[src/hdl/ipsd_pkg.sv]
// Package with the types, codes and constants shared by the patch stream decoder.
`default_nettype none

package ipsd_pkg;

  // Codes of the kind field of a result word.
  typedef enum logic [2:0] {
    KIND_WRITE     = 3'd0,
    KIND_FILL      = 3'd1,
    KIND_DONE      = 3'd2,
    KIND_BAD_MAGIC = 3'd3,
    KIND_TRUNC     = 3'd4
  } kind_e;

  // Parse phases of the front end.
  typedef enum logic [2:0] {
    PH_MAGIC = 3'd0,
    PH_ADDR  = 3'd1,
    PH_LEN   = 3'd2,
    PH_DATA  = 3'd3,
    PH_COUNT = 3'd4,
    PH_FILL  = 3'd5,
    PH_HALT  = 3'd6
  } phase_e;

  // Register indexes of the configuration channel.
  localparam logic RegAddressOffset = 1'b0;
  localparam logic RegImageSize     = 1'b1;

  // Header text "PATCH" and the address that marks the end-of-file record.
  localparam logic [39:0] MagicWord  = 40'h5041544348;
  localparam logic [23:0] EofAddress = 24'h454F46;

  // Index of the final header byte, and of the final byte of each record field.
  localparam logic [2:0] MagicLastIdx = 3'd4;
  localparam logic [2:0] AddrLastIdx  = 3'd2;
  localparam logic [2:0] HalfLastIdx  = 3'd1;

  // Command passed from the parser to the address unit. The base is the
  // unsigned patch address of the first byte and last_addr that of the final
  // byte (two's complement, as an empty run ends one below its start).
  typedef struct packed {
    kind_e        kind;
    logic [24:0]  base;
    logic [26:0]  last_addr;
    logic [15:0]  count;
    logic [7:0]   value;
  } cmd_t;

  // Result word as it leaves the block.
  typedef struct packed {
    kind_e        kind;
    logic [31:0]  target_address;
    logic [15:0]  run_count;
    logic [7:0]   write_value;
    logic         extends_image;
  } res_t;

  // Expected header byte at a given position.
  function automatic logic [7:0] magic_byte(input logic [2:0] pos);
    logic [7:0] sel;
    case (pos)
      3'd0:    sel = MagicWord[39:32];
      3'd1:    sel = MagicWord[31:24];
      3'd2:    sel = MagicWord[23:16];
      3'd3:    sel = MagicWord[15:8];
      default: sel = MagicWord[7:0];
    endcase
    return sel;
  endfunction

endpackage

`default_nettype wire

[src/hdl/ipsd_if.sv]
// Handshake interfaces for the patch byte, result and configuration channels.
`default_nettype none

interface ipsd_in_if;
  logic       valid;
  logic       ready;
  logic [7:0] patch_byte;
  logic       last_byte;

  modport source (output valid, output patch_byte, output last_byte, input ready);
  modport sink   (input valid, input patch_byte, input last_byte, output ready);
endinterface

interface ipsd_out_if;
  logic        valid;
  logic        ready;
  logic [2:0]  kind;
  logic [31:0] target_address;
  logic [15:0] run_count;
  logic [7:0]  write_value;
  logic        extends_image;

  modport source (output valid, output kind, output target_address, output run_count,
                  output write_value, output extends_image, input ready);
  modport sink   (input valid, input kind, input target_address, input run_count,
                  input write_value, input extends_image, output ready);
endinterface

interface ipsd_cfg_if;
  logic        valid;
  logic        ready;
  logic        index;
  logic [31:0] data;

  modport source (output valid, output index, output data, input ready);
  modport sink   (input valid, input index, input data, output ready);
endinterface

`default_nettype wire

[src/hdl/ipsd_front.sv]
// Front end: parses the patch byte stream into write, fill and status commands.
`default_nettype none

module ipsd_front (
  input  wire logic          clk_i,
  input  wire logic          rst_ni,
  input  wire logic          accept_i,
  input  wire logic [7:0]    patch_byte_i,
  input  wire logic          last_byte_i,
  output      logic          push_o,
  output      ipsd_pkg::cmd_t cmd_o
);

  import ipsd_pkg::*;

  phase_e      phase_q, phase_d;
  logic [2:0]  fcount_q, fcount_d;
  logic [23:0] addr_q, addr_d;
  logic [15:0] len_q, len_d;
  logic [15:0] idx_q, idx_d;
  logic        ok_q, ok_d;

  logic [23:0] addr_shift;
  logic [15:0] len_shift;
  logic [15:0] idx_inc;
  logic [24:0] data_base;
  logic [26:0] fill_last;
  logic        ok_next;
  logic        finished;

  // Field assembly and address sums used by several phases.
  assign addr_shift = {addr_q[15:0], patch_byte_i};
  assign len_shift  = {len_q[7:0], patch_byte_i};
  assign idx_inc    = idx_q + 16'd1;
  assign data_base  = {1'b0, addr_q} + {9'b0, idx_q};
  assign fill_last  = {3'b000, addr_q} + {11'b0, len_q} - 27'd1;
  assign ok_next    = ok_q & (patch_byte_i == magic_byte(fcount_q));

  // Parser state registers.
  always_ff @(posedge clk_i or negedge rst_ni) begin
    if (!rst_ni) begin
      phase_q  <= PH_MAGIC;
      fcount_q <= '0;
      addr_q   <= '0;
      len_q    <= '0;
      idx_q    <= '0;
      ok_q     <= 1'b1;
    end else begin
      phase_q  <= phase_d;
      fcount_q <= fcount_d;
      addr_q   <= addr_d;
      len_q    <= len_d;
      idx_q    <= idx_d;
      ok_q     <= ok_d;
    end
  end

  // Next phase and the command that an accepted byte produces.
  always_comb begin
    phase_d          = phase_q;
    fcount_d         = fcount_q;
    addr_d           = addr_q;
    len_d            = len_q;
    idx_d            = idx_q;
    ok_d             = ok_q;
    finished         = 1'b0;
    push_o           = 1'b0;
    cmd_o.kind       = KIND_WRITE;
    cmd_o.base       = '0;
    cmd_o.last_addr  = '0;
    cmd_o.count      = '0;
    cmd_o.value      = '0;

    if (accept_i) begin
      case (phase_q)
        PH_MAGIC: begin
          ok_d     = ok_next;
          fcount_d = fcount_q + 3'd1;
          if (fcount_q == MagicLastIdx) begin
            fcount_d = '0;
            if (!ok_next) begin
              push_o     = 1'b1;
              cmd_o.kind = KIND_BAD_MAGIC;
              finished   = 1'b1;
              phase_d    = PH_HALT;
            end else begin
              phase_d = PH_ADDR;
            end
          end
        end
        PH_ADDR: begin
          addr_d   = addr_shift;
          fcount_d = fcount_q + 3'd1;
          if (fcount_q == AddrLastIdx) begin
            fcount_d = '0;
            if (addr_shift == EofAddress) begin
              push_o     = 1'b1;
              cmd_o.kind = KIND_DONE;
              finished   = 1'b1;
              phase_d    = PH_HALT;
            end else begin
              len_d   = '0;
              phase_d = PH_LEN;
            end
          end
        end
        PH_LEN: begin
          len_d    = len_shift;
          fcount_d = fcount_q + 3'd1;
          if (fcount_q == HalfLastIdx) begin
            fcount_d = '0;
            idx_d    = '0;
            phase_d  = (len_shift != '0) ? PH_DATA : PH_COUNT;
          end
        end
        PH_DATA: begin
          // One byte write per data byte; the offset is applied downstream.
          push_o          = 1'b1;
          cmd_o.kind      = KIND_WRITE;
          cmd_o.base      = data_base;
          cmd_o.last_addr = {2'b00, data_base};
          cmd_o.count     = 16'd1;
          cmd_o.value     = patch_byte_i;
          idx_d           = idx_inc;
          if (idx_inc == len_q) begin
            addr_d  = '0;
            phase_d = PH_ADDR;
          end
        end
        PH_COUNT: begin
          len_d    = len_shift;
          fcount_d = fcount_q + 3'd1;
          if (fcount_q == HalfLastIdx) begin
            fcount_d = '0;
            phase_d  = PH_FILL;
          end
        end
        PH_FILL: begin
          push_o          = 1'b1;
          cmd_o.kind      = KIND_FILL;
          cmd_o.base      = {1'b0, addr_q};
          cmd_o.last_addr = fill_last;
          cmd_o.count     = len_q;
          cmd_o.value     = patch_byte_i;
          addr_d          = '0;
          phase_d         = PH_ADDR;
        end
        default: begin
          phase_d  = PH_HALT;
          finished = 1'b1;
        end
      endcase

      // The final byte of a stream either closes it cleanly or reports a
      // truncation in place of anything else, then rearms the parser.
      if (last_byte_i) begin
        if (!finished) begin
          push_o          = 1'b1;
          cmd_o.kind      = KIND_TRUNC;
          cmd_o.base      = '0;
          cmd_o.last_addr = '0;
          cmd_o.count     = '0;
          cmd_o.value     = '0;
        end
        phase_d  = PH_MAGIC;
        fcount_d = '0;
        addr_d   = '0;
        len_d    = '0;
        idx_d    = '0;
        ok_d     = 1'b1;
      end
    end
  end

endmodule

`default_nettype wire

[src/hdl/ipsd_cmd_queue.sv]
// Short first-in first-out queue of commands between the parser and the address unit.
`default_nettype none

module ipsd_cmd_queue #(
  parameter int Depth = 2
) (
  input  wire logic           clk_i,
  input  wire logic           rst_ni,
  input  wire logic           push_i,
  input  wire ipsd_pkg::cmd_t push_data_i,
  output      logic           full_o,
  input  wire logic           pop_i,
  output      ipsd_pkg::cmd_t pop_data_o,
  output      logic           valid_o
);

  import ipsd_pkg::*;

  localparam int PtrW = (Depth > 1) ? $clog2(Depth) : 1;
  localparam int CntW = $clog2(Depth + 1);

  cmd_t            store_q [Depth];
  logic [PtrW-1:0] wr_ptr_q, rd_ptr_q;
  logic [CntW-1:0] count_q;
  logic            do_push, do_pop;

  assign full_o     = (count_q == CntW'(Depth));
  assign valid_o    = (count_q != '0);
  assign pop_data_o = store_q[rd_ptr_q];
  assign do_push    = push_i && !full_o;
  assign do_pop     = pop_i && valid_o;

  // Pointers and fill level.
  always_ff @(posedge clk_i or negedge rst_ni) begin
    if (!rst_ni) begin
      wr_ptr_q <= '0;
      rd_ptr_q <= '0;
      count_q  <= '0;
    end else begin
      if (do_push) begin
        wr_ptr_q <= (wr_ptr_q == PtrW'(Depth - 1)) ? '0 : wr_ptr_q + PtrW'(1);
      end
      if (do_pop) begin
        rd_ptr_q <= (rd_ptr_q == PtrW'(Depth - 1)) ? '0 : rd_ptr_q + PtrW'(1);
      end
      if (do_push && !do_pop) begin
        count_q <= count_q + CntW'(1);
      end else if (do_pop && !do_push) begin
        count_q <= count_q - CntW'(1);
      end
    end
  end

  // Entry storage.
  always_ff @(posedge clk_i) begin
    if (do_push) begin
      store_q[wr_ptr_q] <= push_data_i;
    end
  end

endmodule

`default_nettype wire

[src/hdl/ipsd_back.sv]
// Back end: applies the address offset, clips and drops, and holds the result word.
`default_nettype none

module ipsd_back (
  input  wire logic           clk_i,
  input  wire logic           rst_ni,
  input  wire logic [31:0]    address_offset_i,
  input  wire logic [31:0]    image_size_i,
  input  wire logic           cmd_valid_i,
  input  wire ipsd_pkg::cmd_t cmd_i,
  output      logic           cmd_pop_o,
  output      logic           res_valid_o,
  input  wire logic           res_ready_i,
  output      ipsd_pkg::res_t res_o
);

  import ipsd_pkg::*;

  logic [33:0] off_ext;
  logic        s1_valid_q;
  kind_e       s1_kind_q;
  logic [33:0] s1_start_q, s1_end_q;
  logic [15:0] s1_count_q;
  logic [7:0]  s1_value_q;
  logic        s1_load, s1_move;

  logic        out_valid_q;
  res_t        out_q, res_d;
  logic        keep;
  logic        out_free;
  logic        start_neg, end_neg;
  logic        start_ext, end_ext;
  logic [15:0] clipped_count;

  // Pipeline control: the output register frees up when it is empty or taken.
  assign out_free  = !out_valid_q || res_ready_i;
  assign s1_move   = s1_valid_q && out_free;
  assign s1_load   = !s1_valid_q || out_free;
  assign cmd_pop_o = cmd_valid_i && s1_load;
  assign off_ext   = {{2{address_offset_i[31]}}, address_offset_i};

  always_ff @(posedge clk_i or negedge rst_ni) begin
    if (!rst_ni) begin
      s1_valid_q  <= 1'b0;
      out_valid_q <= 1'b0;
    end else begin
      if (s1_load) begin
        s1_valid_q <= cmd_valid_i;
      end
      if (out_free) begin
        out_valid_q <= s1_move && keep;
      end
    end
  end

  // Offset stage: signed start and end addresses of the write or run.
  always_ff @(posedge clk_i) begin
    if (cmd_pop_o) begin
      s1_kind_q  <= cmd_i.kind;
      s1_start_q <= {9'b0, cmd_i.base} + off_ext;
      s1_end_q   <= {{7{cmd_i.last_addr[26]}}, cmd_i.last_addr} + off_ext;
      s1_count_q <= cmd_i.count;
      s1_value_q <= cmd_i.value;
    end
  end

  // Clip and compare. A non-negative address always fits in 33 bits here.
  assign start_neg     = s1_start_q[33];
  assign end_neg       = s1_end_q[33];
  assign start_ext     = s1_start_q[32:0] >= {1'b0, image_size_i};
  assign end_ext       = s1_end_q[32:0] >= {1'b0, image_size_i};
  assign clipped_count = s1_end_q[15:0] + 16'd1;

  always_comb begin
    res_d.kind           = s1_kind_q;
    res_d.target_address = '0;
    res_d.run_count      = '0;
    res_d.write_value    = '0;
    res_d.extends_image  = 1'b0;
    keep                 = 1'b1;
    case (s1_kind_q)
      KIND_WRITE: begin
        keep                 = !start_neg;
        res_d.target_address = s1_start_q[31:0];
        res_d.run_count      = 16'd1;
        res_d.write_value    = s1_value_q;
        res_d.extends_image  = start_ext;
      end
      KIND_FILL: begin
        // A run that starts below zero begins at zero and keeps its end.
        keep                 = (s1_count_q != '0) && !end_neg;
        res_d.target_address = start_neg ? '0 : s1_start_q[31:0];
        res_d.run_count      = start_neg ? clipped_count : s1_count_q;
        res_d.write_value    = s1_value_q;
        res_d.extends_image  = end_ext;
      end
      default: begin
        keep = 1'b1;
      end
    endcase
  end

  // Output register.
  always_ff @(posedge clk_i) begin
    if (out_free) begin
      out_q <= res_d;
    end
  end

  assign res_valid_o = out_valid_q;
  assign res_o       = out_q;

endmodule

`default_nettype wire

[src/hdl/ips_patch_stream_decoder_unit.sv]
// Top level of the patch stream decoder: configuration registers and the three parts.
`default_nettype none

// Decodes a patch stream in the common IPS format, one byte per word on the
// patch channel, into byte writes, fill runs and status words (done, bad
// header, truncated stream). A byte is taken in every clock cycle while the
// command queue between the parser and the address unit has space, so the
// sustained rate is one byte per cycle whenever the result side keeps up;
// the parser handles each byte in the cycle it is accepted, and its result
// reaches the result channel through the queue, which is written on the
// accepting edge, then the offset stage and the output register. Bytes
// that produce no result, such as header, address and length bytes, are
// taken all the same. The two configuration registers, address offset
// and image size, are written through the configuration channel, which is
// always ready, and should be changed only while no stream is in flight.
// There is no start-up sequence after reset.
module ips_patch_stream_decoder_unit #(
  parameter int QueueDepth = 2
) (
  input  wire logic  clk_i,
  input  wire logic  rst_ni,
  ipsd_in_if.sink    patch_i,
  ipsd_out_if.source result_o,
  ipsd_cfg_if.sink   cfg_i
);

  import ipsd_pkg::*;

  logic [31:0] offset_q, size_q;
  logic        accept;
  logic        push, full, pop, cmd_valid;
  cmd_t        push_cmd, pop_cmd;
  res_t        res;

  // Configuration registers.
  assign cfg_i.ready = 1'b1;

  always_ff @(posedge clk_i or negedge rst_ni) begin
    if (!rst_ni) begin
      offset_q <= '0;
      size_q   <= '0;
    end else if (cfg_i.valid) begin
      case (cfg_i.index)
        RegAddressOffset: offset_q <= cfg_i.data;
        RegImageSize:     size_q   <= cfg_i.data;
        default:          offset_q <= offset_q;
      endcase
    end
  end

  // Byte acceptance follows the space left in the command queue.
  assign patch_i.ready = !full;
  assign accept        = patch_i.valid && !full;

  ipsd_front u_front (
    .clk_i        (clk_i),
    .rst_ni       (rst_ni),
    .accept_i     (accept),
    .patch_byte_i (patch_i.patch_byte),
    .last_byte_i  (patch_i.last_byte),
    .push_o       (push),
    .cmd_o        (push_cmd)
  );

  ipsd_cmd_queue #(
    .Depth (QueueDepth)
  ) u_queue (
    .clk_i       (clk_i),
    .rst_ni      (rst_ni),
    .push_i      (push),
    .push_data_i (push_cmd),
    .full_o      (full),
    .pop_i       (pop),
    .pop_data_o  (pop_cmd),
    .valid_o     (cmd_valid)
  );

  ipsd_back u_back (
    .clk_i            (clk_i),
    .rst_ni           (rst_ni),
    .address_offset_i (offset_q),
    .image_size_i     (size_q),
    .cmd_valid_i      (cmd_valid),
    .cmd_i            (pop_cmd),
    .cmd_pop_o        (pop),
    .res_valid_o      (result_o.valid),
    .res_ready_i      (result_o.ready),
    .res_o            (res)
  );

  // Result word fields.
  assign result_o.kind           = res.kind;
  assign result_o.target_address = res.target_address;
  assign result_o.run_count      = res.run_count;
  assign result_o.write_value    = res.write_value;
  assign result_o.extends_image  = res.extends_image;

endmodule

`default_nettype wire

[src/flat_wrapper.sv]
// flat-port wrapper written by rule: the top's interface ports become plain ports
module ips_patch_stream_decoder_unit_flat import ipsd_pkg::*;
#(
  parameter int QueueDepth = 2
)
  (clk_i, rst_ni, patch_i_valid, patch_i_patch_byte, patch_i_last_byte, patch_i_ready, result_o_valid, result_o_kind, result_o_target_address, result_o_run_count, result_o_write_value, result_o_extends_image, result_o_ready, cfg_i_valid, cfg_i_index, cfg_i_data, cfg_i_ready);
  ipsd_in_if patch_i_i ();
  ipsd_out_if result_o_i ();
  ipsd_cfg_if cfg_i_i ();
  input  wire logic clk_i;
  input  wire logic rst_ni;
  input wire logic [$bits(patch_i_i.valid)-1:0] patch_i_valid;
  input wire logic [$bits(patch_i_i.patch_byte)-1:0] patch_i_patch_byte;
  input wire logic [$bits(patch_i_i.last_byte)-1:0] patch_i_last_byte;
  output wire logic [$bits(patch_i_i.ready)-1:0] patch_i_ready;
  output wire logic [$bits(result_o_i.valid)-1:0] result_o_valid;
  output wire logic [$bits(result_o_i.kind)-1:0] result_o_kind;
  output wire logic [$bits(result_o_i.target_address)-1:0] result_o_target_address;
  output wire logic [$bits(result_o_i.run_count)-1:0] result_o_run_count;
  output wire logic [$bits(result_o_i.write_value)-1:0] result_o_write_value;
  output wire logic [$bits(result_o_i.extends_image)-1:0] result_o_extends_image;
  input wire logic [$bits(result_o_i.ready)-1:0] result_o_ready;
  input wire logic [$bits(cfg_i_i.valid)-1:0] cfg_i_valid;
  input wire logic [$bits(cfg_i_i.index)-1:0] cfg_i_index;
  input wire logic [$bits(cfg_i_i.data)-1:0] cfg_i_data;
  output wire logic [$bits(cfg_i_i.ready)-1:0] cfg_i_ready;
  assign patch_i_i.valid = patch_i_valid;
  assign patch_i_i.patch_byte = patch_i_patch_byte;
  assign patch_i_i.last_byte = patch_i_last_byte;
  assign patch_i_ready = patch_i_i.ready;
  assign result_o_valid = result_o_i.valid;
  assign result_o_kind = result_o_i.kind;
  assign result_o_target_address = result_o_i.target_address;
  assign result_o_run_count = result_o_i.run_count;
  assign result_o_write_value = result_o_i.write_value;
  assign result_o_extends_image = result_o_i.extends_image;
  assign result_o_i.ready = result_o_ready;
  assign cfg_i_i.valid = cfg_i_valid;
  assign cfg_i_i.index = cfg_i_index;
  assign cfg_i_i.data = cfg_i_data;
  assign cfg_i_ready = cfg_i_i.ready;
  ips_patch_stream_decoder_unit #(.QueueDepth(QueueDepth)) u_core (.clk_i(clk_i), .rst_ni(rst_ni), .patch_i(patch_i_i), .result_o(result_o_i), .cfg_i(cfg_i_i));
endmodule
[config.mk]
export PLATFORM = sky130hd
export DESIGN_NAME = ips_patch_stream_decoder_unit_flat
export DESIGN_NICKNAME = d
export VERILOG_FILES = /design/src/hdl/ipsd_pkg.sv /design/src/hdl/ipsd_if.sv /design/src/hdl/ipsd_front.sv /design/src/hdl/ipsd_cmd_queue.sv /design/src/hdl/ipsd_back.sv /design/src/hdl/ips_patch_stream_decoder_unit.sv /design/src/flat_wrapper.sv
export SDC_FILE = /design/constraint.sdc
export NUM_CORES = 1
export LEC_CHECK = 0
export BUFFER_PORTS_ARGS = -buffer_cell sky130_fd_sc_hd__buf_2
export CAP_MARGIN = 40
export CORE_MARGIN = 1
export CORE_UTILIZATION = 49
export CTS_BUF_LIST = sky130_fd_sc_hd__clkbuf_16
export DETAILED_ROUTE_END_ITERATION = 16
export PLACE_DENSITY = 0.68
export SKIP_LAST_GASP = 1
export SLEW_MARGIN = 10
export SYNTH_ARGS = -nofsm -noshare
export SYNTH_HDL_FRONTEND = slang
export SYNTH_HIERARCHICAL = 1
export SYNTH_SLANG_ARGS = --single-unit
export TNS_END_PERCENT = 30
[constraint.sdc]
create_clock -name clk_i -period 9.2 [get_ports clk_i]
set_clock_uncertainty 0.05 [all_clocks]
set_input_delay 0.92 -clock clk_i [delete_from_list [all_inputs] [get_ports clk_i]]
set_output_delay 0.92 -clock clk_i [all_outputs]
set_load 0.005 [all_outputs]
# ---- Yosys cells after proc, flatten, opt, wreduce, memory -nomap -nowiden
# Memories as Yosys holds them, arrays and structs flattened.
# Cells that the tools add are included.
dict set report op_classes {
  add_sub_neg 12
  magnitude_cmp 2
  n_eq_ne 20
  muxes 57
  n_bitwise 2
  reduce_logical 41
}
# cell count
set ops {}
lappend ops {{2-to-1 mux 79 bit} 3}
lappend ops {{one-hot mux 76 bit (2 select lines)} 1}
lappend ops {{one-hot mux 57 bit (2 select lines)} 1}
lappend ops {{2-to-1 mux 16 bit} 6}
lappend ops {{one-hot mux 24 bit (3 select lines)} 1}
lappend ops {{>= comparator 33 x 32 -> 1 bit} 2}
lappend ops {{one-hot mux 16 bit (2 select lines)} 2}
lappend ops {{adder 24 x 16 -> 25 bit} 2}
lappend ops {{2-to-1 mux 24 bit} 2}
lappend ops {{2-to-1 mux 3 bit} 13}
lappend ops {{adder 26 x 32 -> 33 bit} 1}
lappend ops {{adder 27 x 32 -> 33 bit} 1}
lappend ops {{adder 16 x 1 -> 16 bit (second input constant)} 2}
lappend ops {{2-to-1 mux 32 bit} 1}
lappend ops {{nonzero test 16 bit} 2}
lappend ops {{subtractor 25 x 1 -> 26 bit (second input constant)} 1}
lappend ops {{equality test 24 x 23 -> 1 bit (second input constant)} 1}
lappend ops {{one-hot mux 5 bit (4 select lines)} 1}
lappend ops {{!= test 3 bit (second input constant)} 6}
lappend ops {{one-hot mux 3 bit (3 select lines)} 2}
lappend ops {{one-hot mux 3 bit (6 select lines)} 1}
lappend ops {{equality test 16 bit} 1}
lappend ops {{2-to-1 mux 1 bit} 14}
lappend ops {{equality test 3 x 2 -> 1 bit (second input constant)} 4}
lappend ops {{other kinds (26)} 63}
dict set report word_totals {
  register_bits 288
  ram_bits 158
  out_inout_bits 63
  wordCells 158
  memories 1
}
# name words width rd rd_clocked_by_memory_dff wr line_no
set mem_list {}
lappend mem_list {u_core.u_queue.store_q 2 79 1 0 1 ipsd_cmd_queue.sv:22} ;# cmd_t store_q [Depth];

# ---- Logic depth before layout (Yosys ltp)
dict set report logic_depth {
  depth_word 16
  mapped_depth 15
  depth_no_buf 15
}

# ---- Cells and area by module
# The synthesis kept the hierarchy.
# mod n_inst cells_each area_per_inst_um2
set modules_own_cells {}
lappend modules_own_cells {ipsd_back 1 948 10148.5}
lappend modules_own_cells {ipsd_front 1 948 6957.9}
lappend modules_own_cells {ipsd_cmd_queue 1 265 6302.3}
lappend modules_own_cells {ips_patch_stream_decoder_unit 1 141 2447.3}

# ---- Worst setup path before layout
# Ideal clock, no wire load.
dict set report synth_path {
  kind {input -> register}
  from {input result_o_ready}
  to {register u_core.u_queue.count_q[1]}
  setup_time_ps 79
  arrival_ps 8863
  t_required_ps 9071
  slack_ps 208
  stages 7
  cell_sequence {nor2b_1 -> a21boi_0 -> nand2_2 -> ha_1 -> xor2_1 -> nor2_1 -> xor2_1}
}
dict set report synth_between {
  elab_chain_len 7
  elab_cells_between_ends 9
}
# element line_no
set synth_lines {}
lappend synth_lines {{start: declaration} flat_wrapper.sv:22} ;# input wire logic [$bits(result_o_i.ready)-1:0] result_o_ready;
lappend synth_lines {{logical OR 1 bit (*)} ipsd_back.sv:36} ;# assign out_free = !out_valid_q || res_ready_i;
lappend synth_lines {{logical OR 1 bit (*)} ipsd_back.sv:38} ;# assign s1_load = !s1_valid_q || out_free;
lappend synth_lines {{logical AND 1 bit (*)} ipsd_back.sv:39} ;# assign cmd_pop_o = cmd_valid_i && s1_load;
lappend synth_lines {{named net u_core.pop} ips_patch_stream_decoder_unit.sv:31} ;# logic push, full, pop, cmd_valid;
lappend synth_lines {{logical AND 1 bit (*)} ipsd_cmd_queue.sv:31} ;# assign do_pop = pop_i && valid_o;
lappend synth_lines {{zero test 1 bit} ipsd_cmd_queue.sv:46} ;# if (do_push && !do_pop) begin
lappend synth_lines {{logical AND 1 bit} ipsd_cmd_queue.sv:46}
lappend synth_lines {{2-to-1 mux 2 bit / nonzero test 2 bit (equally long branches)} -}
lappend synth_lines {{end signal: assignment} ipsd_cmd_queue.sv:47} ;# count_q <= count_q + CntW'(1);
lappend synth_lines {{end signal: assignment} ipsd_cmd_queue.sv:49} ;# count_q <= count_q - CntW'(1);
lappend synth_lines {{end: declaration} ipsd_cmd_queue.sv:24} ;# logic [CntW-1:0] count_q;
# Mark *: on every way through the listed nets, which the timed path passes. The rest lies on a longest branch.
# A chain may end at the register's enable or synchronous reset.

# ---- Final worst setup path
dict set report layout_path {
  from {register u_core.u_front.phase_q[0]}
  to {memory u_core/u_queue/store_q[0][75] (netlist name) (enable)}
}
dict set report layout_between {
  elab_chain_len 10
  elab_cells_between_ends 17
}
# element line_no
set layout_lines {}
lappend layout_lines {{start: declaration} ipsd_front.sv:16} ;# phase_e phase_q, phase_d;
lappend layout_lines {{start signal: assignment} ipsd_front.sv:49} ;# phase_q <= phase_d;
lappend layout_lines {{equality test 3 bit / equality test 3 x 2 -> 1 bit (equally long branches)} ipsd_front.sv:75} ;# case (phase_q)
lappend layout_lines {{OR reduction 4 bit (no line)} -}
lappend layout_lines {{one-hot mux 1 bit (3 select lines)} ipsd_front.sv:75}
lappend layout_lines {{2-to-1 mux 1 bit} ipsd_front.sv:74} ;# if (accept_i) begin
lappend layout_lines {{2-to-1 mux 1 bit} ipsd_front.sv:157} ;# if (!finished) begin
lappend layout_lines {{2-to-1 mux 1 bit (*)} ipsd_front.sv:156} ;# if (last_byte_i) begin
lappend layout_lines {{2-to-1 mux 1 bit (*)} ipsd_front.sv:74}
lappend layout_lines {{named net u_core.push} ips_patch_stream_decoder_unit.sv:31}
lappend layout_lines {{logical AND 1 bit (*)} ipsd_cmd_queue.sv:30} ;# assign do_push = push_i && !full_o;
lappend layout_lines {{2-to-1 mux 1 bit (*)} ipsd_cmd_queue.sv:56} ;# if (do_push) begin
lappend layout_lines {{2-to-1 mux 1 bit (implied by the code) (*)} ipsd_cmd_queue.sv:57} ;# store_q[wr_ptr_q] <= push_data_i;
lappend layout_lines {{end: declaration} ipsd_cmd_queue.sv:22}
# Mark *: on every way through the listed nets, which the timed path passes. The rest lies on a longest branch. The select of a mux whose other input is x is not followed.

==> impl_metrics.py <==
metrics = {
    "die": {
        "coreArea_sq_um": 51700,
        "ioPinCount": 110,
        "die_area_sq_um": 53700,
        "die_h_microns": 232,
        "die_w_microns": 232,
        "start_util_pct": 50.0,
        "placementRows": 83,
    },
    "sta": {
        "timing.final.crit_period_ns": 4.06,
        "fmax_ghz": 0.246,
        "finalHoldViolCount": 0,
        "worst_slew_pin_slew_ns": 0.942,
        "final-setup-viol-count": 0,
        "relSlewSlack_pct": 37.1,
        "fin_crit_sh_pct": 44.2,
        "rsz0062_at_grt": "no",
        "finalSetupTns_ns": 0,
        "finalMaxSlewViolations": 0,
        "fin_ws_ns": 5.14,
    },
    "setup_path": {
        "worstSetupPathType": "flip-flop to flip-flop",
        "startpoint_type": "flip-flop",
        "worst_path_max_delay_cell": "dfrtp_1",
        "critPathArrivalTime_ns": 4.26,
        "required_ns": 9.40,
        "crit_path_cell_trace": "nor2b_1, nand4_1, or4_4, nor3b_2, nor2_1, a31oi_1, nand2_1, nor2_4, buf_4, buf_16",
        "crit_path_end_kind": "flip-flop",
        "max_stage_delay_ns": 0.68,
        "cp_max_fo": 52,
    },
    "placed_design": {
        "dp_hpwl_microns": 47200,
        "place_inst": 3030,
        "gp_congestion": 0.918,
        "post-place-ws_ns": 4.93,
        "port_buffers": 108,
    },
    "power": {
        "p_leak_nw": 11.9,
        "ir_drop_mv": 0.158,
        "p_sw_mw": 3.72,
        "p_int_mw": 5.89,
        "power_frac_seq_pct": 35.6,
        "switching_share_pct": 38.7,
        "combPwrFrac_pct": 44.8,
        "p_clk_share_pct": 19.6,
        "power_density_nw_per_um2": 336,
    },
    "clock_tree": {
        "cts_resized": 0,
        "cts_buffers": 49,
        "clk_pin_slew_ns": 0.06,
        "post_cts_buffers": 0,
        "cts_tree": "built",
        "clk-insertion-delay-late_ns": 0.61,
        "clock-root-buffer": "clkbuf_16",
        "cts_buffer_depth": 3,
        "clock-sinks": 444,
        "cts_hold_buffers": 0,
        "cts_max_level": 2,
    },
    "logic_synthesis": {
        "syn_avg_cell_area_sq_um": 11.2,
        "ys_warn_count": 6,
        "syn_inst": 2302,
        "syn-num-nets": 2546,
        "ys_types": 101,
        "seq_area_frac_synth_pct": 49.0,
        "synth_ff_type": "edfxtp_1",
        "synth_seq_cells": 444,
        "async_reset_ff_share_pct": 30.0,
        "synth-edff-count": 311,
        "syn_area_sq_um": 25900,
    },
    "grt": {
        "grt_pass1_wl_microns": 97500,
        "antenna_found_initial": 0,
        "track_usage_pct": 23.3,
        "grt.met2_usage_pct": 36.5,
        "globalRouteMet3Util_pct": 2.65,
        "grt_pass1_vias": 17700,
        "grt_max_degree": 79,
        "grt.busiest_layer": "met2",
        "grt_use_met1_pct": 33.3,
        "grt_overflow": 0,
    },
    "finish": {
        "antenna_cells": 0,
        "finalNetCount": 2646,
        "fin_cells": 3123,
        "synthToLayoutAreaGrowth_pct": 10.7,
        "final_layout_size_suffix_gt1_share_pct": 16.0,
        "fin_util_pct": 55.4,
    },
    "run_status": {
        "status": "completed",
    },
    "routing": {
        "ant_nets": 0,
        "vias": 18000,
        "wl_per_cell_microns": 20.0,
        "routed_wl_microns": 62500,
        "drt_pass1_iterations": 6,
        "drtIter0Drc": 1384,
        "drcViolationCount": 0,
        "vias_per_cell": 5.77,
    },
    "min_path": {
        "min_path_type": "primary input to asynchronous set/reset pin",
    },
    "run": {
        "cap_violations": 0,
    },
}
final cells by class:
cell class | count | area [sq um]
clock inverter | 43 | 329
clock buffer | 49 | 1230
tap | 680 | 851
inverter | 147 | 552
fill | 4320 | 23100
sequential | 444 | 12700
multi-input combinational | 1631 | 12200
timing repair buffer | 129 | 840
cells in the final DEF (no fill, tap or decap), types with 8 or more instances in the layout:
master / instances
nand2_1: 193
nor2_1: 144
a21o_1: 58
nand2b_1: 15
buf_4: 12
nor4_1: 12
o21ai_0: 119
dfrtp_1: 131
a22o_1: 25
nand3_1: 40
o22ai_1: 9
mux2_4: 87
buf_2: 107
nor2b_1: 25
a31oi_1: 10
clkbuf_16: 49
inv_1: 161
mux2_2: 56
edfxtp_1: 311
or3_1: 14
o211ai_1: 13
o31ai_1: 12
and2_1: 61
a211oi_1: 25
nand3b_1: 9
xor2_1: 51
o21a_1: 13
o21bai_1: 15
and3_1: 8
nand4_1: 26
clkinv_2: 11
ha_1: 193
nor3_1: 31
xnor2_1: 79
a21oi_1: 171
worst max-delay path, delay by kind of cell, from the launching register on:
kind | cells | cell delay [ns]
compound gates | 1 | 0.25
simple gates | 7 | 1.97
flops | 1 | 0.68
buf+inv | 2 | 0.68
logic make-up after synthesis:
family | Yosys count | share of synthesized area [%]
mux | 149 | 7.72
fa+ha+maj | 197 | 9.65
xor+xnor | 130 | 4.40
simple gates | 616 | 11.7
buf+inv | 227 | 4.13
other cells | 1 | 0.0145
compound gates | 538 | 13.3
flops | 444 | 49.0
sequential cells by signal (all words and copies together), names as in the netlist:
signal and flops:
u_core/u_back/s1_start_q 33, u_core/u_front/ok_q 1, u_core/u_front/phase_q 3, u_core/u_queue/wr_ptr_q 1, u_core/u_front/addr_q 24, u_core/u_back/s1_end_q 33
u_core/u_queue/rd_ptr_q 1, u_core/u_back/res_o 60, u_core/u_front/fcount_q 3, u_core/u_queue/count_q 2, u_core/size_q 32, u_core/u_back/s1_value_q 8
u_core/u_front/len_q 16, u_core/u_back/res_valid_o 1, u_core/u_queue/store_q 158, u_core/u_front/idx_q 16, u_core/u_back/s1_kind_q 3, u_core/offset_q 32
u_core/u_back/s1_valid_q 1, u_core/u_back/s1_count_q 16
per-layer routing:
metal  vias to the layer above  wire length [microns]
li1                       8581                      -
met1                      8793                  29500
met2                       528                  28200
met3                       103                   2970
met4                         0                   1890
met5                         -                      0
worst paths after layout:
check | start | slack (ns) | cells after the start | endpoint
min in group clk_i | u_core/u_front/ok_q$_DFFE_PN1P_ | 0.44 | 2 | u_core/u_front/ok_q$_DFFE_PN1P_
min | rst_ni | 0.28 | 2 | u_core/offset_q[21]$_DFFE_PN0P_
min reg2reg | u_core/u_front/ok_q$_DFFE_PN1P_ | 0.44 | 2 | u_core/u_front/ok_q$_DFFE_PN1P_
max in group asynchronous | rst_ni | 7.72 | 3 | u_core/offset_q[8]$_DFFE_PN0P_
max reg2reg | u_core/u_front/phase_q[0]$_DFFE_PN0P_ | 5.14 | 10 | u_core/u_queue/store_q[0][75]$_DFFE_PP_
max | u_core/u_front/phase_q[0]$_DFFE_PN0P_ | 5.14 | 10 | u_core/u_queue/store_q[0][75]$_DFFE_PP_
power by group through the flow:
stage          combinational, mW  clock, mW  sequential, mW
2_1_floorplan               3.32          0            3.28
3_3_place_gp                4.13          0            3.44
3_5_place_dp                4.25          0            3.45
4_1_cts                     4.28       1.93            3.42
5_1_grt                     4.75       2.00            3.47
6_report                    4.30       1.89            3.42
cells in the mapped netlist (all sizes together), types with 5 or more instances:
| library cell | count | area share, % |
|---|---|---|
| nand3b | 9 | 0.26 |
| ha | 193 | 9.3 |
| o211ai | 14 | 0.43 |
| xor2 | 51 | 1.7 |
| or2 | 6 | 0.15 |
| nor3 | 34 | 0.74 |
| nand2 | 195 | 2.9 |
| nor2 | 147 | 2.2 |
| mux2 | 143 | 7.5 |
| o31ai | 14 | 0.48 |
| inv | 147 | 2.1 |
| nand2b | 16 | 0.42 |
| o2111ai | 6 | 0.23 |
| nand3 | 41 | 0.81 |
| a21boi | 5 | 0.16 |
| and3 | 10 | 0.25 |
| a21o | 58 | 1.7 |
| nor2b | 26 | 0.63 |
| nor4 | 14 | 0.42 |
| o22ai | 10 | 0.27 |
| a31oi | 10 | 0.24 |
| mux2i | 6 | 0.23 |
| buf | 31 | 1.3 |
| a22o | 25 | 0.85 |
| o21ai | 127 | 2.5 |
| xnor2 | 79 | 2.7 |
| a21oi | 172 | 3.3 |
| o21a | 13 | 0.38 |
| and2 | 62 | 1.5 |
| a211oi | 25 | 0.73 |
| or3 | 14 | 0.34 |
| o21bai | 15 | 0.44 |
| dfrtp | 132 | 13 |
| clkbuf | 49 | 0.71 |
| nand4 | 27 | 0.71 |
| edfxtp | 311 | 36 |
stage by stage:
stage / hold WS, ns / total power [mW] / cell area [sq um]
2_1_floorplan: 0.389 / 6.60 / 25900
3_3_place_gp: 0.406 / 7.57 / 26900
3_5_place_dp: 0.420 / 7.70 / 27000
4_1_cts: 0.354 / 9.63 / 28600
5_1_grt: 0.297 / 10.2 / 28600
6_report: 0.281 / 9.61 / 28600
Power figures use the tool's default switching activity.
